`config.mk`:
```
export PLATFORM = sky130hd
export DESIGN_NAME = sha256_digest_engine
export DESIGN_NICKNAME = d
export VERILOG_FILES = /design/src/rtl/core/sha256_pkg.sv /design/src/rtl/core/sha256_digest_engine.sv
export SDC_FILE = /design/constraint.sdc
export NUM_CORES = 2
export LEC_CHECK = 0
export ABC_AREA = 0
export ABC_CLOCK_PERIOD_IN_PS = 12350
export BUFFER_PORTS_ARGS = -buffer_cell sky130_fd_sc_hd__buf_4
export CORE_AREA = 5 5 350 352
export DETAILED_ROUTE_END_ITERATION = 10
export DIE_AREA = 0 0 355 357
export PLACE_DENSITY = 0.74
export SLEW_MARGIN = 20
export SYNTH_ARGS = -nofsm -noshare
export SYNTH_HDL_FRONTEND = slang
export SYNTH_SLANG_ARGS = --single-unit
```
`constraint.sdc`:
```
create_clock -name clk -period 12.35 [get_ports clk]
set_clock_uncertainty 0.2 [all_clocks]
set_input_delay 0 -clock clk [delete_from_list [all_inputs] [get_ports clk]]
set_output_delay 0 -clock clk [all_outputs]
set_load 0.005 [all_outputs]
```
`src/rtl/core/sha256_pkg.sv`:
```
// ----------------------------------------------------------------------------
// sha256_pkg
// Request types and fixed SHA-256 constants for the digest engine.
// ----------------------------------------------------------------------------
package sha256_pkg;

  localparam int HASH_WORDS  = 8;
  localparam int BLOCK_WORDS = 16;
  localparam int ROUNDS      = 64;

  // Byte count of a full message word
  localparam logic [2:0] FULL_WORD_BYTES = 3'd4;
  // First padding byte
  localparam logic [7:0] PAD_BYTE = 8'h80;

  typedef struct packed {
    logic [31:0] message_word;
    logic [2:0]  byte_count;
    logic        final_word;
  } in_item_t;

  typedef struct packed {
    logic [31:0] digest_word;
    logic        digest_last;
  } out_item_t;

  localparam logic [31:0] INIT_HASH [HASH_WORDS] = '{
    32'h6a09e667, 32'hbb67ae85, 32'h3c6ef372, 32'ha54ff53a,
    32'h510e527f, 32'h9b05688c, 32'h1f83d9ab, 32'h5be0cd19
  };

  localparam logic [31:0] ROUND_K [ROUNDS] = '{
    32'h428a2f98, 32'h71374491, 32'hb5c0fbcf, 32'he9b5dba5,
    32'h3956c25b, 32'h59f111f1, 32'h923f82a4, 32'hab1c5ed5,
    32'hd807aa98, 32'h12835b01, 32'h243185be, 32'h550c7dc3,
    32'h72be5d74, 32'h80deb1fe, 32'h9bdc06a7, 32'hc19bf174,
    32'he49b69c1, 32'hefbe4786, 32'h0fc19dc6, 32'h240ca1cc,
    32'h2de92c6f, 32'h4a7484aa, 32'h5cb0a9dc, 32'h76f988da,
    32'h983e5152, 32'ha831c66d, 32'hb00327c8, 32'hbf597fc7,
    32'hc6e00bf3, 32'hd5a79147, 32'h06ca6351, 32'h14292967,
    32'h27b70a85, 32'h2e1b2138, 32'h4d2c6dfc, 32'h53380d13,
    32'h650a7354, 32'h766a0abb, 32'h81c2c92e, 32'h92722c85,
    32'ha2bfe8a1, 32'ha81a664b, 32'hc24b8b70, 32'hc76c51a3,
    32'hd192e819, 32'hd6990624, 32'hf40e3585, 32'h106aa070,
    32'h19a4c116, 32'h1e376c08, 32'h2748774c, 32'h34b0bcb5,
    32'h391c0cb3, 32'h4ed8aa4a, 32'h5b9cca4f, 32'h682e6ff3,
    32'h748f82ee, 32'h78a5636f, 32'h84c87814, 32'h8cc70208,
    32'h90befffa, 32'ha4506ceb, 32'hbef9a3f7, 32'hc67178f2
  };

endpackage

```
`src/rtl/core/sha256_digest_engine.sv`:
```
// A word that does not complete a block is taken without a stall; a word that
// completes a block keeps the input stalled while the 64 rounds run on one shared
// round unit and the result is then folded into the chaining state.
// A final word adds padding and one or two block compressions, then shows the
// eight digest words, held while out_stall is high; the input stays stalled meanwhile.
// Reset (rst, synchronous) returns to idle with the initial hash loaded and length zero.
// ----------------------------------------------------------------------------
// sha256_digest_engine
// SHA-256 over a stream of big-endian words with FIPS 180-4 padding, one
// compression round per cycle and a 16-word sliding schedule window.
// ----------------------------------------------------------------------------
module sha256_digest_engine (
  input  logic                  clk,
  input  logic                  rst,
  input  logic                  in_valid,
  output logic                  in_stall,
  input  sha256_pkg::in_item_t  in_data,
  output logic                  out_valid,
  input  logic                  out_stall,
  output sha256_pkg::out_item_t out_data
);
  import sha256_pkg::*;

  typedef enum logic [2:0] {
    S_IDLE,
    S_PAD,
    S_COMPRESS,
    S_FOLD,
    S_EMIT
  } state_t;

  localparam logic [3:0] FILL_LAST = 4'(BLOCK_WORDS - 1);
  localparam logic [3:0] FILL_LEN  = 4'(BLOCK_WORDS - 2);
  localparam logic [5:0] ROUND_LAST = 6'(ROUNDS - 1);
  localparam logic [2:0] EMIT_LAST  = 3'(HASH_WORDS - 1);

  function automatic logic [31:0] big_sig0(input logic [31:0] x);
    big_sig0 = {x[1:0], x[31:2]} ^ {x[12:0], x[31:13]} ^ {x[21:0], x[31:22]};
  endfunction

  function automatic logic [31:0] big_sig1(input logic [31:0] x);
    big_sig1 = {x[5:0], x[31:6]} ^ {x[10:0], x[31:11]} ^ {x[24:0], x[31:25]};
  endfunction

  function automatic logic [31:0] small_sig0(input logic [31:0] x);
    small_sig0 = {x[6:0], x[31:7]} ^ {x[17:0], x[31:18]} ^ {3'b000, x[31:3]};
  endfunction

  function automatic logic [31:0] small_sig1(input logic [31:0] x);
    small_sig1 = {x[16:0], x[31:17]} ^ {x[18:0], x[31:19]} ^ {10'b0, x[31:10]};
  endfunction

  state_t      state;
  logic [31:0] chain [HASH_WORDS];
  logic [31:0] win [BLOCK_WORDS];
  logic [31:0] vars [HASH_WORDS];
  logic [3:0]  fill;
  logic [63:0] bits;
  logic [5:0]  round;
  logic [2:0]  emit_idx;
  logic        pend80;
  logic        hi_done;
  logic        padding;

  logic [2:0]  cnt_sat;
  logic [31:0] final_word_pad;
  logic        push_en;
  logic [31:0] push_word;
  logic [31:0] sched_word;
  logic [31:0] t1;
  logic [31:0] t2;
  logic        win_shift;
  logic [31:0] win_in;

  // Saturate the byte count
  assign cnt_sat = (in_data.byte_count > FULL_WORD_BYTES) ? FULL_WORD_BYTES
                                                          : in_data.byte_count;

  // Mask trailing bytes of a short final word and place the pad byte
  always_comb begin
    case (cnt_sat)
      3'd0:    final_word_pad = {PAD_BYTE, 24'h0};
      3'd1:    final_word_pad = {in_data.message_word[31:24], PAD_BYTE, 16'h0};
      3'd2:    final_word_pad = {in_data.message_word[31:16], PAD_BYTE, 8'h0};
      3'd3:    final_word_pad = {in_data.message_word[31:8], PAD_BYTE};
      default: final_word_pad = in_data.message_word;
    endcase
  end

  // Select the word pushed into the block window
  always_comb begin
    push_en   = 1'b0;
    push_word = '0;
    if (state == S_IDLE && in_valid) begin
      push_en   = 1'b1;
      push_word = in_data.final_word ? final_word_pad : in_data.message_word;
    end else if (state == S_PAD) begin
      push_en = 1'b1;
      if (pend80) begin
        push_word = {PAD_BYTE, 24'h0};
      end else if (fill == FILL_LEN) begin
        push_word = bits[63:32];
      end else if (fill == FILL_LAST && hi_done) begin
        push_word = bits[31:0];
      end else begin
        push_word = '0;
      end
    end
  end

  // Shared round unit and schedule expansion
  assign sched_word = small_sig1(win[14]) + win[9] + small_sig0(win[1]) + win[0];
  assign t1 = vars[7] + big_sig1(vars[4]) + ((vars[4] & vars[5]) ^ (~vars[4] & vars[6]))
            + ROUND_K[round] + win[0];
  assign t2 = big_sig0(vars[0])
            + ((vars[0] & vars[1]) ^ (vars[0] & vars[2]) ^ (vars[1] & vars[2]));

  assign win_shift = push_en || (state == S_COMPRESS);
  assign win_in    = push_en ? push_word : sched_word;

  // Shift the schedule window
  always_ff @(posedge clk) begin
    if (win_shift) begin
      for (int i = 0; i < BLOCK_WORDS - 1; i++) begin
        win[i] <= win[i + 1];
      end
      win[BLOCK_WORDS - 1] <= win_in;
    end
  end

  // Sequencer: accept, pad, compress, fold and emit
  always_ff @(posedge clk) begin
    if (rst) begin
      state    <= S_IDLE;
      fill     <= '0;
      bits     <= '0;
      round    <= '0;
      emit_idx <= '0;
      pend80   <= 1'b0;
      hi_done  <= 1'b0;
      padding  <= 1'b0;
      for (int i = 0; i < HASH_WORDS; i++) begin
        chain[i] <= INIT_HASH[i];
      end
    end else begin
      unique case (state)
        S_IDLE: begin
          if (in_valid) begin
            if (in_data.final_word) begin
              bits    <= bits + {58'b0, cnt_sat, 3'b000};
              padding <= 1'b1;
              pend80  <= (cnt_sat == FULL_WORD_BYTES);
              // A word that fills the block compresses first
              if (fill != FILL_LAST) begin
                state <= S_PAD;
              end
            end else begin
              bits <= bits + 64'd32;
            end
          end
        end
        S_PAD: begin
          if (pend80) begin
            pend80 <= 1'b0;
          end else if (fill == FILL_LEN) begin
            hi_done <= 1'b1;
          end
        end
        S_COMPRESS: begin
          vars[7] <= vars[6];
          vars[6] <= vars[5];
          vars[5] <= vars[4];
          vars[4] <= vars[3] + t1;
          vars[3] <= vars[2];
          vars[2] <= vars[1];
          vars[1] <= vars[0];
          vars[0] <= t1 + t2;
          round   <= round + 6'd1;
          if (round == ROUND_LAST) begin
            state <= S_FOLD;
          end
        end
        S_FOLD: begin
          for (int i = 0; i < HASH_WORDS; i++) begin
            chain[i] <= chain[i] + vars[i];
          end
          if (hi_done) begin
            state <= S_EMIT;
          end else if (padding) begin
            state <= S_PAD;
          end else begin
            state <= S_IDLE;
          end
        end
        S_EMIT: begin
          if (!out_stall) begin
            // Rotate the digest out and refill with the initial hash
            for (int i = 0; i < HASH_WORDS - 1; i++) begin
              chain[i] <= chain[i + 1];
            end
            chain[HASH_WORDS - 1] <= INIT_HASH[emit_idx];
            emit_idx <= emit_idx + 3'd1;
            if (emit_idx == EMIT_LAST) begin
              bits    <= '0;
              padding <= 1'b0;
              hi_done <= 1'b0;
              state   <= S_IDLE;
            end
          end
        end
        default: state <= S_IDLE;
      endcase

      // Advance the fill count; a full block starts the rounds
      if (push_en) begin
        if (fill == FILL_LAST) begin
          fill  <= '0;
          round <= '0;
          for (int i = 0; i < HASH_WORDS; i++) begin
            vars[i] <= chain[i];
          end
          state <= S_COMPRESS;
        end else begin
          fill <= fill + 4'd1;
        end
      end
    end
  end

  assign in_stall             = (state != S_IDLE);
  assign out_valid            = (state == S_EMIT);
  assign out_data.digest_word = chain[0];
  assign out_data.digest_last = (emit_idx == EMIT_LAST);

endmodule

```
Word-level counts from Yosys, hierarchy flattened

Memory sizes are Yosys's and may differ from the RTL's.
Cells that the tools add are included.

Memories kept: 5
Word-level logic and storage cells: 204
Output and inout port bits: 35
ROM bits: 2304
Latch bits: 0
Memory bits (writable): 1024
Flip-flop bits (word level): 83

Bitwise logic cells: 44
Div/mod/pow operators: 0
Equality and inequality tests: 19
Shift operators: 0
Mux-type cells: 88
Multiply operators: 0
Add/subtract/negate cells: 23
$lt $le $gt $ge: 3
Reduce and logical (&&, ||, !) cells: 14

Memories:

| name             | words | width | read ports | clocked after memory_dff | write ports | RTL line                    | text |
|---|---|---|---|---|---|---|---|
| (name not given) | 64    | 32    | 1          | 0                        | 0           | sha256_digest_engine.sv:114 | `+ ROUND_K[round] + win[0];` |
| win              | 16    | 32    | 16         | 0                        | 16          | sha256_digest_engine.sv:55  | `logic [31:0] win [BLOCK_WORDS];` |
| (name not given) | 8     | 32    | 1          | 0                        | 0           | sha256_digest_engine.sv:201 | `chain[HASH_WORDS - 1] <= INIT_HASH[emit_idx];` |
| chain            | 8     | 32    | 8          | 0                        | 8           | sha256_digest_engine.sv:54  | `logic [31:0] chain [HASH_WORDS];` |
| vars             | 8     | 32    | 8          | 0                        | 8           | sha256_digest_engine.sv:56  | `logic [31:0] vars [HASH_WORDS];` |

Operators with widths:

| operator                                                               | number |
|---|---|
| 32-bit two-way mux                                                     | 35 |
| 32-bit adder                                                           | 18 |
| 32-bit XOR                                                             | 9 |
| 64-bit two-way mux                                                     | 4 |
| 32-bit AND                                                             | 5 |
| 32-bit one-hot mux with 4 select lines                                 | 1 |
| 64-bit one-hot mux with 2 select lines                                 | 1 |
| 64-bit by 6-bit adder with 64-bit output                               | 1 |
| 64-bit by 6-bit adder with 64-bit output (second input constant)       | 1 |
| 32-bit NOT                                                             | 1 |
| 32-bit by 22-bit XOR with 32-bit output                                | 1 |
| 32-bit by 29-bit XOR with 32-bit output                                | 1 |
| 3-bit two-way mux                                                      | 10 |
| 1-bit two-way mux                                                      | 29 |
| 1-bit bitwise OR                                                       | 24 |
| 6-bit two-way mux                                                      | 3 |
| 3-bit one-hot mux with 5 select lines                                  | 1 |
| 3-bit by 2-bit equality test with 1-bit output (second input constant) | 4 |
| 5-bit AND reduction                                                    | 2 |
| 3-bit equality test (second input constant)                            | 3 |
| 4-bit equality test (second input constant)                            | 2 |
| 2-bit inequality test (second input constant)                          | 4 |
| 7-bit >= comparator (second input constant)                            | 1 |
| 6-bit NOT with 7-bit output                                            | 1 |
| other kinds (21)                                                       | 29 |

Longest topological paths before layout

An unclocked memory read counts as a cell.

Depth in word-level cells: 9
Depth in mapped cells: 39
Gate-level depth less buffers: 38

Least setup slack after synthesis

Ideal clock, no wire load.

Path type: reg2reg
Start point: register state[2]
End point: memory vars[0][0] (enable)
Cell stages (with the launch flop): 5
Path buffers: 1
Required time: 11.271 ns
Arrival time: 11.776 ns
Setup slack: -0.505 ns
Path through: dfxtp_1 clkbuf_1 nor3b_1 nor2_1 nor2_1

RTL lines:

| element                | RTL line                    | text |
|---|---|---|
| start, declared        | sha256_digest_engine.sv:53  | `state_t state;` |
| start signal, assigned | sha256_digest_engine.sv:134 | `state <= S_IDLE;` |
| start signal, assigned | sha256_digest_engine.sv:155 | `state <= S_PAD;` |
| start signal, assigned | sha256_digest_engine.sv:180 | `state <= S_FOLD;` |
| end, declared          | sha256_digest_engine.sv:56  |  |

==> out/metrics.csv <==
stage;metric;value;unit
outcome;run_status;completed;
layout;nets;7163;
cts;clock_sinks;1104;
placed_design;place_inst;7847;
min_path;hold_depth;6;
setup_path;critPathBufInv;1;
setup_path;cp.arrival;10790;ps
setup_path;critPathLaunchType;flop;
layout;final_area;74900;µm²
layout;fill_cells;9237;
detailed_routing;ant_nets;0;
setup_path;crit_type;reg2reg;
power_and_ir_drop;peakVddDrop;328;µV
power_and_ir_drop;powerDensity;186;nW/µm²
synth;synth_cell_type_count;97;
detailed_routing;drcViolationCount;0;
detailed_routing;wl_per_cell;25.7;µm
detailed_routing;vias;51700;
job;max-cap-violations;0;
layout;layout-area-overhead-vs-synth;9.69;%
floorplan;core_area;119000;µm²
setup_path;critPathTopFamily;adder cells;
min_path;holdPathEnd;bits[6]$_SDFFE_PP0P_;
synth;synth_edf_count;1023;
grt;grt_pass1_vias;49600;
sta;setup_viol;0;
layout;regArea;32300;µm²
power_and_ir_drop;p_leak;28.4;nW
synth;synth_cells;6481;
setup_path;cp_max_fo;15;
layout;fin_util;62.9;%
synth;synth_area_per_cell;10.5;µm²
sta;slew_viol_final;0;
detailed_routing;viasPerCell;6.33;
placed_design;post_dp_cell_area;70100;µm²
power_and_ir_drop;power;13.9;mW
cts;path_clk_slew;70;ps
sta;fin_tns_setup;0;ps
floorplan;ios;75;
setup_path;r2r_start;round[1]$_SDFF_PP0_;
grt;grt_usage;32.6;%
setup_path;r2r-end;vars[0][31]$_DFFE_PP_;
grt;grt_pass1_wl;312;mm
sta;fmax;95.2;MHz
layout;layout-drive-gt1-share;5.92;%
min_path;hp-start;in_data[0];
floorplan;die-area;127000;µm²
sta;worst_slack;1850;ps
synth;syn_area;68300;µm²
layout;finalNonFillerCells;8170;
placed_design;gp_congestion;1.01;
cts;cts_setup_buffers;0;
floorplan;start_util;57.4;%
sta;final.period_utilization;85.0;%
synth;syn-num-nets;7123;
placed_design;portBuffers;74;
sta;slew_headroom;22.7;%
synth;synth_largest_area_cell;edfxtp_1;
sta;hold_slack;65.4;ps
setup_path;r2r_slack;1850;ps
cts;clk_latency;770;ps
min_path;min_path_type;in2reg;
sta;finalCriticalPeriod;10500;ps
synth;ys_ff_latch;1104;
floorplan;rows;127;
cts;h-tree-depth;3;
setup_path;crit_path_start;round[1]$_SDFF_PP0_;
detailed_routing;drt_first_pass_iters;8;
placed_design;dp_slack;1990;ps
cts;post_cts_resized;0;
synth;yosysSeqAreaShare;47.4;%
synth;ys_top_cells_by_area;edfxtp_1 45%, ha_1 7.4%, fa_1 5.7%;
floorplan;die_h;357;µm
cts;cts_buffers;116;
setup_path;crit_slowest_cell;ha_1;
floorplan;die_w;355;µm
synth;ys.warnings.count;0;
layout;multi_input_area;33800;µm²
sta;rsz0062_at_grt;false;
setup_path;reg2regPathDepth;29;
placed_design;dpl.hpwl;151;mm
grt;grt_max_degree;183;
setup_path;end_kind;flop;
grt;grt_remaining_overflow;0;
synth;postSynth.asyncResetShare;0;%
detailed_routing;routed_wl;210;mm
synth;synth.most_common_cell;edfxtp_1;
synth;synth_flop_cell;edfxtp_1;
setup_path;cp.required;12640;ps
cts;root_buffer;clkbuf_16;
synth;synth_top_area_share;45.0;%
sta;final_hold_viol_count;0;
synth;synthTopCellsByCount;1,023 x edfxtp_1, 993 x nand2_1, 518 x a21oi_1;
detailed_routing;first_iter_violations;6279;
cts;ctsHoldBuffers;104;
cts;cts_tree;yes;
sta;worst_pin_slew;1160;ps
grt;antenna_found_initial;1;
setup_path;cpPeakStageDelay;860;ps
cts;clock_path_buffers;3;
[worst max-delay path by stage]
stage                            end  slack, ps  cells after the start
3_3_place_gp   vars[0][31]$_DFFE_PP_       2090                     34
3_5_place_dp   vars[0][31]$_DFFE_PP_       1990                     34
4_1_cts        vars[0][31]$_DFFE_PP_       2040                     34
5_1_grt        vars[0][31]$_DFFE_PP_       1090                     34
2_1_floorplan  vars[0][31]$_DFFE_PP_       3470                     37
6_report       vars[0][31]$_DFFE_PP_       1850                     29
[where the power goes]
group          switching, mW  internal, mW  leakage (nW)
Clock                   1.59          1.97          1.84
Sequential             0.281          4.61          10.3
Combinational           3.27          2.21          16.3
[sequential cells by signal (all words and copies together) (netlist names)]
name,cells
bits,61
chain,256
emit_idx,3
fill,4
hi_done,1
padding,1
pend80,1
round,6
state,3
vars,256
win,512
[placed cells by master (no fill, tap or decap), types with 78 or more instances in the layout]
cell type      netlist  layout
a21oi_1            518     518
o21ai_0            389     389
ha_1               406     406
nand3_1            108     105
dlygate4sd3_1        0     104
fa_1               196     196
inv_1              243     243
edfxtp_1          1023    1023
a21o_1             168     168
xnor2_1            429     429
xor2_1             208     208
buf_4               33     126
clkbuf_16            0     116
nor2_1             414     410
dfxtp_1             81      78
nand2_1            993     989
[per-layer routing]
layer,routed length (µm),GRT usage [%],up-vias
met5,0,0,-
met4,11600,15.5,0
met3,20400,5.65,520
met2,91600,49.4,2777
met1,86600,46.0,25100
li1,-,-,23400
[area by class of cell]
class                      count  share of cell area (%)
multi-input combinational   4819                    45.2
clock buffer                 142                    4.03
tap                         1548                    2.59
antenna                        2                 0.00668
inverter                     247                    1.24
timing repair buffer         233                    2.73
clock inverter                75                    1.06
sequential                  1104                    43.2
[kinds of logic (layout without fill, tap and decap cells)]
kind of cell	after synthesis	count (layout)	synth area share (%)
AND/OR/NAND/NOR	1891	1891	11.9
AO/OA/AOI/OAI	1608	1608	14.8
flip-flops	1104	1104	47.4
XOR/XNOR	638	638	8.19
adder cells (fa/ha/maj)	632	632	13.6
buffers and inverters	558	697	3.26
multiplexers	50	50	0.872
other	0	2	0
[worst reg2reg max path, delay by kind of cell, from the launching register on]
family	cells	cell delay, ps
buffers and inverters	1	500
multiplexers	1	560
flip-flops	1	650
AND/OR/NAND/NOR	3	1130
XOR/XNOR	3	730
adder cells (fa/ha/maj)	7	3530
AO/OA/AOI/OAI	14	2990
(Power assumes the default switching activity.)
